--- src/rtl/mtfl_pkg.sv ---
// Shared definitions for the move-to-front list core.
// Holds opcodes, status codes, the sequencer state type and the default depth.
// Used by rtl/move_to_front_list_core.sv and the testbench; depends on nothing.
package mtfl_pkg;

   localparam int DEFAULT_DEPTH = 16;

   localparam logic [1:0] OP_APPEND = 2'd0;
   localparam logic [1:0] OP_MOVE   = 2'd1;
   localparam logic [1:0] OP_READ   = 2'd2;
   localparam logic [1:0] OP_UNUSED = 2'd3;

   localparam logic [2:0] ST_DONE   = 3'd0;
   localparam logic [2:0] ST_FIRST  = 3'd1;
   localparam logic [2:0] ST_ABSENT = 3'd2;
   localparam logic [2:0] ST_FULL   = 3'd3;
   localparam logic [2:0] ST_RANGE  = 3'd4;

   typedef enum logic [3:0] {
      S_IDLE   = 4'b0001,
      S_SEARCH = 4'b0010,
      S_SHIFT  = 4'b0100,
      S_READ   = 4'b1000
   } state_type;

endpackage

--- src/rtl/move_to_front_list_core.sv ---
// Move-to-front list core: an ordered list of signed words in a local memory.
// Sequencer with one memory write port, one read port and one 32-bit comparator.
// Depends on rtl/mtfl_pkg.sv.
//
// Usage:
//   Command channel: a transfer happens at a rising edge with start high and
//   busy low. req_opcode selects append (0), move to front (1) or read (2);
//   opcode 3 does nothing and reports done.
//   Result channel: rsp_strobe is high for exactly one cycle with the status,
//   found position, list length and read data. The receiver cannot stall;
//   every command gives exactly one result.
//   Append, the unused opcode and a read out of range answer from idle; a
//   read in range passes through S_READ, and a move through S_SEARCH and,
//   when the value is found past the head, S_SHIFT.
//   The move time is set by the single read port: the search reads one
//   entry per cycle, comparing it in the cycle after its read, then the
//   shift moves one entry per cycle, and the head is written last.
//   busy is high from a move or in-range read transfer until its strobe
//   cycle; other commands leave it low. One command is in flight at a time.
//   Reset: clears the entry count and the sequencer. The memory contents are
//   not cleared; only entries below the count are ever used.
module move_to_front_list_core #(
   parameter int DEPTH = mtfl_pkg::DEFAULT_DEPTH
) (
   input  logic               clock,
   input  logic               reset,
   input  logic               start,
   output logic               busy,
   input  logic [1:0]         req_opcode,
   input  logic signed [31:0] req_item_value,
   input  logic [3:0]         req_read_index,
   output logic               rsp_strobe,
   output logic [2:0]         rsp_status,
   output logic [3:0]         rsp_found_position,
   output logic [4:0]         rsp_list_length,
   output logic signed [31:0] rsp_read_data
);

   localparam int AW   = (DEPTH > 1) ? $clog2(DEPTH) : 1;
   localparam int CW   = $clog2(DEPTH + 1);
   localparam int CMPW = (CW > 4) ? CW : 4;

   // List storage: one write port, one registered read port.
   logic [31:0]       mem [DEPTH];
   logic [31:0]       rdata_ff;
   logic [AW-1:0]     rd_addr;
   logic              wr_en;
   logic [AW-1:0]     wr_addr;
   logic [31:0]       wr_data;

   // Sequencer and working registers.
   mtfl_pkg::state_type state_ff, state_in;
   logic [CW-1:0]     count_ff, count_in;
   logic [31:0]       val_ff, val_in;
   logic [CW-1:0]     ptr_ff, ptr_in;     // next entry to read in search
   logic              pend_ff, pend_in;   // rdata_ff holds entry pos_ff
   logic [AW-1:0]     pos_ff, pos_in;     // entry under compare; match position
   logic [AW-1:0]     wptr_ff, wptr_in;   // next entry to write in shift

   // Result registers.
   logic              strobe_ff;
   logic [2:0]        status_ff;
   logic [3:0]        fpos_ff;
   logic [4:0]        len_ff;
   logic signed [31:0] data_ff;

   logic              emit;
   logic [2:0]        emit_status;
   logic [3:0]        emit_pos;
   logic [31:0]       emit_data;

   logic              accept;
   logic              match;

   assign accept = start && (state_ff == mtfl_pkg::S_IDLE);
   assign match  = pend_ff && (rdata_ff == val_ff);

   always_comb begin
      state_in    = state_ff;
      count_in    = count_ff;
      val_in      = val_ff;
      ptr_in      = ptr_ff;
      pend_in     = pend_ff;
      pos_in      = pos_ff;
      wptr_in     = wptr_ff;
      rd_addr     = '0;
      wr_en       = 1'b0;
      wr_addr     = '0;
      wr_data     = '0;
      emit        = 1'b0;
      emit_status = mtfl_pkg::ST_DONE;
      emit_pos    = '0;
      emit_data   = '0;

      case (state_ff)
         mtfl_pkg::S_IDLE: begin
            if (accept) begin
               case (req_opcode)
                  mtfl_pkg::OP_APPEND: begin
                     emit = 1'b1;
                     if (count_ff >= CW'(DEPTH)) begin
                        emit_status = mtfl_pkg::ST_FULL;
                     end else begin
                        // Write the tail and grow the list.
                        wr_en    = 1'b1;
                        wr_addr  = count_ff[AW-1:0];
                        wr_data  = req_item_value;
                        count_in = count_ff + CW'(1);
                     end
                  end
                  mtfl_pkg::OP_MOVE: begin
                     // Start the search at the head.
                     val_in   = req_item_value;
                     ptr_in   = '0;
                     pend_in  = 1'b0;
                     state_in = mtfl_pkg::S_SEARCH;
                  end
                  mtfl_pkg::OP_READ: begin
                     if (CMPW'(req_read_index) < CMPW'(count_ff)) begin
                        rd_addr  = AW'(req_read_index);
                        state_in = mtfl_pkg::S_READ;
                     end else begin
                        emit        = 1'b1;
                        emit_status = mtfl_pkg::ST_RANGE;
                     end
                  end
                  default: begin
                     emit = 1'b1;
                  end
               endcase
            end
         end

         mtfl_pkg::S_SEARCH: begin
            if (match) begin
               if (pos_ff == '0) begin
                  emit        = 1'b1;
                  emit_status = mtfl_pkg::ST_FIRST;
                  state_in    = mtfl_pkg::S_IDLE;
               end else begin
                  // Fetch the entry just ahead of the match to start the shift.
                  rd_addr  = pos_ff - AW'(1);
                  wptr_in  = pos_ff;
                  state_in = mtfl_pkg::S_SHIFT;
               end
            end else if (ptr_ff < count_ff) begin
               // Read the next entry; compare it next cycle.
               rd_addr = ptr_ff[AW-1:0];
               pend_in = 1'b1;
               pos_in  = ptr_ff[AW-1:0];
               ptr_in  = ptr_ff + CW'(1);
            end else begin
               emit        = 1'b1;
               emit_status = mtfl_pkg::ST_ABSENT;
               state_in    = mtfl_pkg::S_IDLE;
            end
         end

         mtfl_pkg::S_SHIFT: begin
            wr_en = 1'b1;
            if (wptr_ff != '0) begin
               // Move one entry down and read the one before it.
               wr_addr = wptr_ff;
               wr_data = rdata_ff;
               rd_addr = wptr_ff - AW'(2);
               wptr_in = wptr_ff - AW'(1);
            end else begin
               // Drop the value at the head and finish.
               wr_addr     = '0;
               wr_data     = val_ff;
               emit        = 1'b1;
               emit_status = mtfl_pkg::ST_DONE;
               emit_pos    = 4'(pos_ff);
               state_in    = mtfl_pkg::S_IDLE;
            end
         end

         mtfl_pkg::S_READ: begin
            emit      = 1'b1;
            emit_data = rdata_ff;
            state_in  = mtfl_pkg::S_IDLE;
         end

         default: begin
            state_in = mtfl_pkg::S_IDLE;
         end
      endcase
   end

   // Storage: no reset, contents are valid only below the count.
   always_ff @(posedge clock) begin
      if (wr_en) begin
         mem[wr_addr] <= wr_data;
      end
      rdata_ff <= mem[rd_addr];
   end

   // Control state.
   always_ff @(posedge clock) begin
      if (reset) begin
         state_ff  <= mtfl_pkg::S_IDLE;
         count_ff  <= '0;
         strobe_ff <= 1'b0;
         pend_ff   <= 1'b0;
      end else begin
         state_ff  <= state_in;
         count_ff  <= count_in;
         strobe_ff <= emit;
         pend_ff   <= pend_in;
      end
   end

   // Working and result payload: hold unless updated.
   always_ff @(posedge clock) begin
      val_ff  <= val_in;
      ptr_ff  <= ptr_in;
      pos_ff  <= pos_in;
      wptr_ff <= wptr_in;
      if (emit) begin
         status_ff <= emit_status;
         fpos_ff   <= emit_pos;
         len_ff    <= 5'(count_in);
         data_ff   <= emit_data;
      end
   end

   assign busy               = (state_ff != mtfl_pkg::S_IDLE);
   assign rsp_strobe         = strobe_ff;
   assign rsp_status         = status_ff;
   assign rsp_found_position = fpos_ff;
   assign rsp_list_length    = len_ff;
   assign rsp_read_data      = data_ff;

   // The count never passes the capacity.
   a_count_bound: assert property (@(posedge clock) disable iff (reset)
      count_ff <= CW'(DEPTH))
      else $error("entry count above capacity");

   // A result always comes out with the sequencer back at idle.
   a_strobe_idle: assert property (@(posedge clock) disable iff (reset)
      rsp_strobe |-> !busy)
      else $error("result strobe while busy");

   // The shift write pointer never runs past the match position.
   a_shift_bound: assert property (@(posedge clock) disable iff (reset)
      (state_ff == mtfl_pkg::S_SHIFT) |-> (wptr_ff <= pos_ff))
      else $error("shift pointer beyond match position");

   // Append and the unused opcode answer in the next cycle.
   a_quick_ops: assert property (@(posedge clock) disable iff (reset)
      (start && !busy && (req_opcode == mtfl_pkg::OP_APPEND ||
                          req_opcode == mtfl_pkg::OP_UNUSED)) |=> rsp_strobe)
      else $error("missing one-cycle result");

endmodule

--- config.mk ---
export PLATFORM = sky130hd
export DESIGN_NAME = move_to_front_list_core
export DESIGN_NICKNAME = d
export VERILOG_FILES = /design/src/rtl/mtfl_pkg.sv /design/src/rtl/move_to_front_list_core.sv
export SDC_FILE = /design/constraint.sdc
export NUM_CORES = 1
export LEC_CHECK = 0
export BUFFER_PORTS_ARGS = -buffer_cell sky130_fd_sc_hd__buf_2
export CAP_MARGIN = 30
export CORE_UTILIZATION = 45
export DETAILED_ROUTE_END_ITERATION = 8
export GPL_TIMING_DRIVEN = 1
export PLACE_DENSITY = 0.72
export REMOVE_ABC_BUFFERS = 1
export SYNTH_ARGS = -nofsm -noshare
export SYNTH_HDL_FRONTEND = slang
export SYNTH_SLANG_ARGS = --single-unit
--- constraint.sdc ---
create_clock -name clock -period 11.62 [get_ports clock]
set_clock_uncertainty 0.2 [all_clocks]
set_input_delay 2.324 -clock clock [delete_from_list [all_inputs] [get_ports clock]]
set_output_delay 2.324 -clock clock [all_outputs]
set_load 0.02 [all_outputs]
# --- After elaboration in Yosys (flattened, before gate mapping) ---
# Memory sizes are Yosys's and may differ from the RTL's. A register that Yosys moved wholly into a read port is not among the register bits.
# Cells that the tools add are included.
totals:
  regBits: 100
  ram_bits: 512
  input_bits: 41
  out_inout_bits: 46
  wordCells: 121
  memories: 1
classes:
  n_addsub: 5
  n_lt_le_gt_ge: 3
  eq_ne: 19
  n_mux: 66
  n_bitwise: 2
  reduce_logical: 13
mem_list:
  columns: ["name", "words", "width", "rd", "rd_clocked_by_memory_dff", "write_ports", "line_no", "text"]
  rows:
  - ["mem", 16, 32, 1, 1, 1, "move_to_front_list_core.sv:44", "logic [31:0] mem [DEPTH];"]
ops:
  columns: ["cell", "count"]
  rows:
  - ["two-way mux 32 bit", 4]
  - ["two-way mux 4 bit", 19]
  - ["case mux 32 bit (2 select lines)", 1]
  - ["two-way mux 5 bit", 8]
  - ["equality test 32 bit", 1]
  - ["case mux 4 bit (2 select lines)", 3]
  - ["case mux 4 bit (3 select lines)", 2]
  - ["two-way mux 1 bit", 16]
  - ["inequality test 2 bit, second input constant", 7]
  - ["two-way mux 3 bit", 4]
  - ["case mux 3 bit (2 select lines)", 2]
  - ["adder 5 x 1 -> 5 bit, second input constant", 2]
  - ["case mux 5 bit (2 select lines)", 1]
  - ["AND reduction 5 bit", 2]
  - ["subtractor 4 x 1 -> 4 bit, second input constant", 2]
  - ["inequality test 3 bit, second input constant", 2]
  - ["case mux 1 bit (2 select lines)", 3]
  - ["AND reduction 3 bit", 2]
  - [">= comparator 5 bit, second input constant", 1]
  - ["< comparator 4 x 5 -> 1 bit", 1]
  - ["< comparator 5 bit", 1]
  - ["equality test 4 x 1 -> 1 bit, second input constant", 1]
  - ["equality test 4 x 2 -> 1 bit, second input constant", 1]
  - ["equality test 4 x 3 -> 1 bit, second input constant", 1]
  - ["17 further kinds", 21]

# --- Depth between registers and ports, before layout ---
logic_depth:
  depth_word: 7
  mapped_depth: 14
  depth_no_buf: 11

# --- Worst setup path after synthesis ---
# Ideal clock, no wire load.
synth_timing:
  kind: "input to register"
  start: "input port req_read_index[2]"
  end: "register fpos_ff[0] (netlist: rsp_found_position[0]) (enable)"
  setup_time_ns: 0.463
  arrival_time_ns: 5.498
  t_required_ns: 10.957
  setup_slack_ns: 5.459
  cell_stages: 7
  n_path_buf: 0
  cell_sequence: "ha_1 nand2_1 o21ai_0 a21oi_1 nor2_1 o21ai_0 o2111ai_1"
synth_via:
  elab_chain_len: 5
synth_lines:
  columns: ["item", "line_no", "text"]
  rows:
  - ["start, declared", "move_to_front_list_core.sv:31", "input logic [3:0] req_read_index,"]
  - ["< comparator 4 x 5 -> 1 bit", "move_to_front_list_core.sv:119", "if (CMPW'(req_read_index) < CMPW'(count_ff)) begin"]
  - ["two-way mux 1 bit", "move_to_front_list_core.sv:119", null]
  - ["case mux 1 bit (2 select lines)", "move_to_front_list_core.sv:98", "case (req_opcode)"]
  - ["two-way mux 1 bit", "move_to_front_list_core.sv:97", "if (accept) begin"]
  - ["case mux 1 bit (4 select lines)", "move_to_front_list_core.sv:95", "case (state_ff)"]
  - ["named net emit", "move_to_front_list_core.sv:67", "logic emit;"]
  - ["end signal, assigned", "move_to_front_list_core.sv:221", "fpos_ff <= emit_pos;"]
  - ["end, declared", "move_to_front_list_core.sv:63", "logic [3:0] fpos_ff;"]
# The timed path passes the listed nets, and every way through them passes these cells.
# A chain may end at the register's enable or synchronous reset.

# --- Worst setup path after layout ---
layout_timing:
  start: "input port req_read_index[2]"
  end: "register rdata_ff[9], read port of mem"
layout_via:
  elab_chain_len: 5
layout_lines:
  columns: ["item", "line_no", "text"]
  rows:
  - ["< comparator 4 x 5 -> 1 bit", "move_to_front_list_core.sv:119", null]
  - ["two-way mux 4 bit (*)", "move_to_front_list_core.sv:119", null]
  - ["two-way mux 4 bit (*)", "move_to_front_list_core.sv:98", null]
  - ["two-way mux 4 bit (*)", "move_to_front_list_core.sv:97", null]
  - ["case mux 4 bit (3 select lines) (*)", "move_to_front_list_core.sv:95", null]
  - ["end, declared", "move_to_front_list_core.sv:45", "logic [31:0] rdata_ff;"]
# Mark *: on every way between the ends. The rest lies on a longest branch, timed or not.

==> metrics.json <==
{
  "run_status": "finished, final reports clean",
  "hold_viol": 0,
  "synth_enable_flop_cells": 601,
  "slew-limit-headroom_pct": 22.7,
  "finalCritPeriodShare_pct": 53.0,
  "area_growth_from_synthesis_to_final_layout_pct": 15.7,
  "cts_repair_resize_count": 0,
  "antenna_violations_before_repair": 0,
  "seq_area_frac_synth_pct": 74.7,
  "worstSetupEndpointType": "flip-flop",
  "cell_types_occupying_the_most_area_after_synthesis": "sky130_fd_sc_hd__edfxtp_1, sky130_fd_sc_hd__mux2i_1, sky130_fd_sc_hd__dfxtp_1, sky130_fd_sc_hd__o22ai_1, sky130_fd_sc_hd__mux2_2",
  "setup_viol": 0,
  "synth_ff_type": "sky130_fd_sc_hd__edfxtp_1",
  "dp.final_hpwl_mm": 32.4,
  "synth_cell_type_count": 54,
  "num_io_pins": 87,
  "post_synth_inst_count": 1498,
  "floorplan.initialDensity_pct": 45.8,
  "finalNetCount": 1707,
  "grt_pass1_wl_mm": 91.0,
  "power.total_mw": 4.84,
  "crit_fanout": 157,
  "cts-buffers-inserted": 66,
  "fmax_ghz": 0.162,
  "postRouteWirelength_mm": 62.2,
  "fp.dieW_um": 239,
  "finalSetupTns_ns": 0,
  "diodes": 0,
  "tritoncts": "done",
  "clk_root_buffer_cell": "sky130_fd_sc_hd__clkbuf_16",
  "drtIter0Drc": 1551,
  "post_synthesis_cell_type_with_the_largest_combined_area": "sky130_fd_sc_hd__edfxtp_1",
  "clock_sink_count": 644,
  "maximum_clock_insertion_buffer_count": 3,
  "worstHoldPathType": "reg -> reg",
  "viasPerCell": 5.74,
  "cts.reportedPaths.clkPinSlew_ns": 0.06,
  "mostFrequentLayoutCells": "sky130_fd_sc_hd__edfxtp_1, sky130_fd_sc_hd__mux2i_1, sky130_fd_sc_hd__o22ai_1, sky130_fd_sc_hd__buf_2, sky130_fd_sc_hd__clkbuf_16",
  "critPathRequiredTime_ns": 11.90,
  "num_rows": 86,
  "async_reset_ff_share_pct": 0,
  "drt-wirelength-per-cell_um": 25.4,
  "fin_hold_ws_ns": 0.383,
  "critPathArrivalTime_ns": 6.43,
  "globalRouteTotalUtil_pct": 22.1,
  "drv_cap": 0,
  "synth_area_per_cell_um2": 16.9,
  "grt_overflow": 0,
  "worstMarginPinSlew_ns": 1.16,
  "power.leakage_nw": 11.3,
  "vdd.ir_drop.worst_mv": 0.108,
  "die_area_um2": 57200,
  "clk-insertion-delay-late_ns": 0.61,
  "grt_start_max_net_pins": 158,
  "cts.htree.levels": 3,
  "grt_setup_unrepaired": "no",
  "ys.warnings.count": 0,
  "nFillCells": 4390,
  "holdBufCountCts": 0,
  "first_global_vias": 14200,
  "syn_area_um2": 25300,
  "register_area_um2": 18900,
  "post-route-drc-count": 0,
  "layout-drive-gt1-share_pct": 19.1,
  "mostFrequentLayoutCell": "sky130_fd_sc_hd__edfxtp_1",
  "drt_pass1_iterations": 5,
  "vias": 14100,
  "synth_largest_type_area_fraction_pct": 71.3,
  "report.final.slew_viol_count": 0,
  "finalWorstPathRequiredPeriod_ns": 6.16,
  "timing.critical_path.from_type": "primary input",
  "gp_congestion": 0.813,
  "portBuffers": 86,
  "yosys_register_bits": 644,
  "crit_type": "in -> reg",
  "p_per_area_nw_per_um2": 165,
  "cts_setup_buffers": 0,
  "coreArea_um2": 55300,
  "dieHeight_um": 239,
  "ant_nets": 0,
  "multi_input_logic_area_um2": 6210
}
## path summary, 6_finish.rpt
| path | start | end | slack (ns) | depth (start not counted) |
|---|---|---|---|---|
| setup reg to reg | val_ff[13] | rdata_ff[9] | 5.77 | 10 |
| hold / removal | rdata_ff[3] | rsp_read_data[3] | 0.38 | 1 |
| hold reg to reg | rdata_ff[3] | rsp_read_data[3] | 0.38 | 1 |
| setup / recovery | req_read_index[2] | rdata_ff[9] | 5.46 | 12 |
## cell usage after synthesis (all sizes together) (4+ instances only)
library cell and count:
edfxtp 601, a221oi 4, nor4 9, o2bb2ai 33, nor2b 8, mux2 32, nor2 30, or4 32
nand2 66, buf 42, o22ai 99, o21ai 47, a21oi 9, clkbuf 29, inv 16, nand2b 7
nand3b 4, and2 33, dfxtp 43, nor3 8, ha 16, xor2 33, and3 4, xnor2 6
nand3 5, mux2i 255, nor4b 4
## layout make-up
type	count	area share (%)
Clock buffer	88	6.34
Clock inverter	34	1.27
Inverter	16	0.205
Multi-Input combinational cell	767	21.2
Sequential cell	644	64.5
Tap cell	748	3.19
Timing Repair Buffer	155	3.28
## kinds of logic after synthesis
logic type               count (synthesis)  share of synthesized area [%]
AND/OR/NAND/NOR                        221                           4.80
flip-flops                             644                           74.7
AO/OA/AOI/OAI                          204                           5.31
multiplexers                           287                           11.5
adder cells (fa/ha/maj)                 16                          0.791
buffers and inverters                   87                           1.57
XOR/XNOR                                39                           1.35
## through the flow
stage | area (µm²) | instances | worst slack [ns] | util (%)
detailed placement | 27000 | 2328 | 4.93 | 48.9
global placement | 26900 | 2308 | 5.02 | 48.7
CTS | 29300 | 2450 | 5.56 | 52.9
finish | 29300 | 2452 | 5.46 | 53.0
floorplan | 25000 | 1427 | -9.49 | -
global route | 29300 | 2452 | 5.25 | 53.0
## flip-flops by register name (all words and copies together) (netlist names)
| signal | flops |
|---|---|
| count_ff | 5 |
| rsp_status | 3 |
| state_ff | 4 |
| ptr_ff | 5 |
| rsp_list_length | 5 |
| val_ff | 32 |
| mem | 512 |
| rsp_read_data | 32 |
| wptr_ff | 4 |
| rsp_found_position | 4 |
| pend_ff | 1 |
| rdata_ff | 32 |
| rsp_strobe | 1 |
| pos_ff | 4 |
## worst max-delay path, cell delays in order
cell	delay [ns]
sky130_fd_sc_hd__buf_2	0.11
sky130_fd_sc_hd__ha_1	0.29
sky130_fd_sc_hd__nand2_1	0.05
sky130_fd_sc_hd__o21ai_0	0.13
sky130_fd_sc_hd__a21oi_1	0.10
sky130_fd_sc_hd__nor2_1	0.30
sky130_fd_sc_hd__o21ai_0	0.24
sky130_fd_sc_hd__a221oi_4	0.83
sky130_fd_sc_hd__buf_12	0.81
sky130_fd_sc_hd__mux2_2	0.43
sky130_fd_sc_hd__o2bb2ai_1	0.13
sky130_fd_sc_hd__or4_1	0.47
## metal layers
layer | GRT usage [%] | routed length (µm) | up-vias
met5 | 0 | 0 | -
met4 | 7.01 | 1640 | 0
met3 | 4.74 | 5530 | 120
met2 | 34.7 | 28900 | 652
met1 | 30.8 | 26100 | 7090
li1 | - | - | 6219
## report_power, final
part,switching (mW),internal [mW]
registers,0.0141,2.54
logic,0.0826,0.0396
clock network,0.894,1.27
Note: power is estimated with default switching activity, not from simulation.
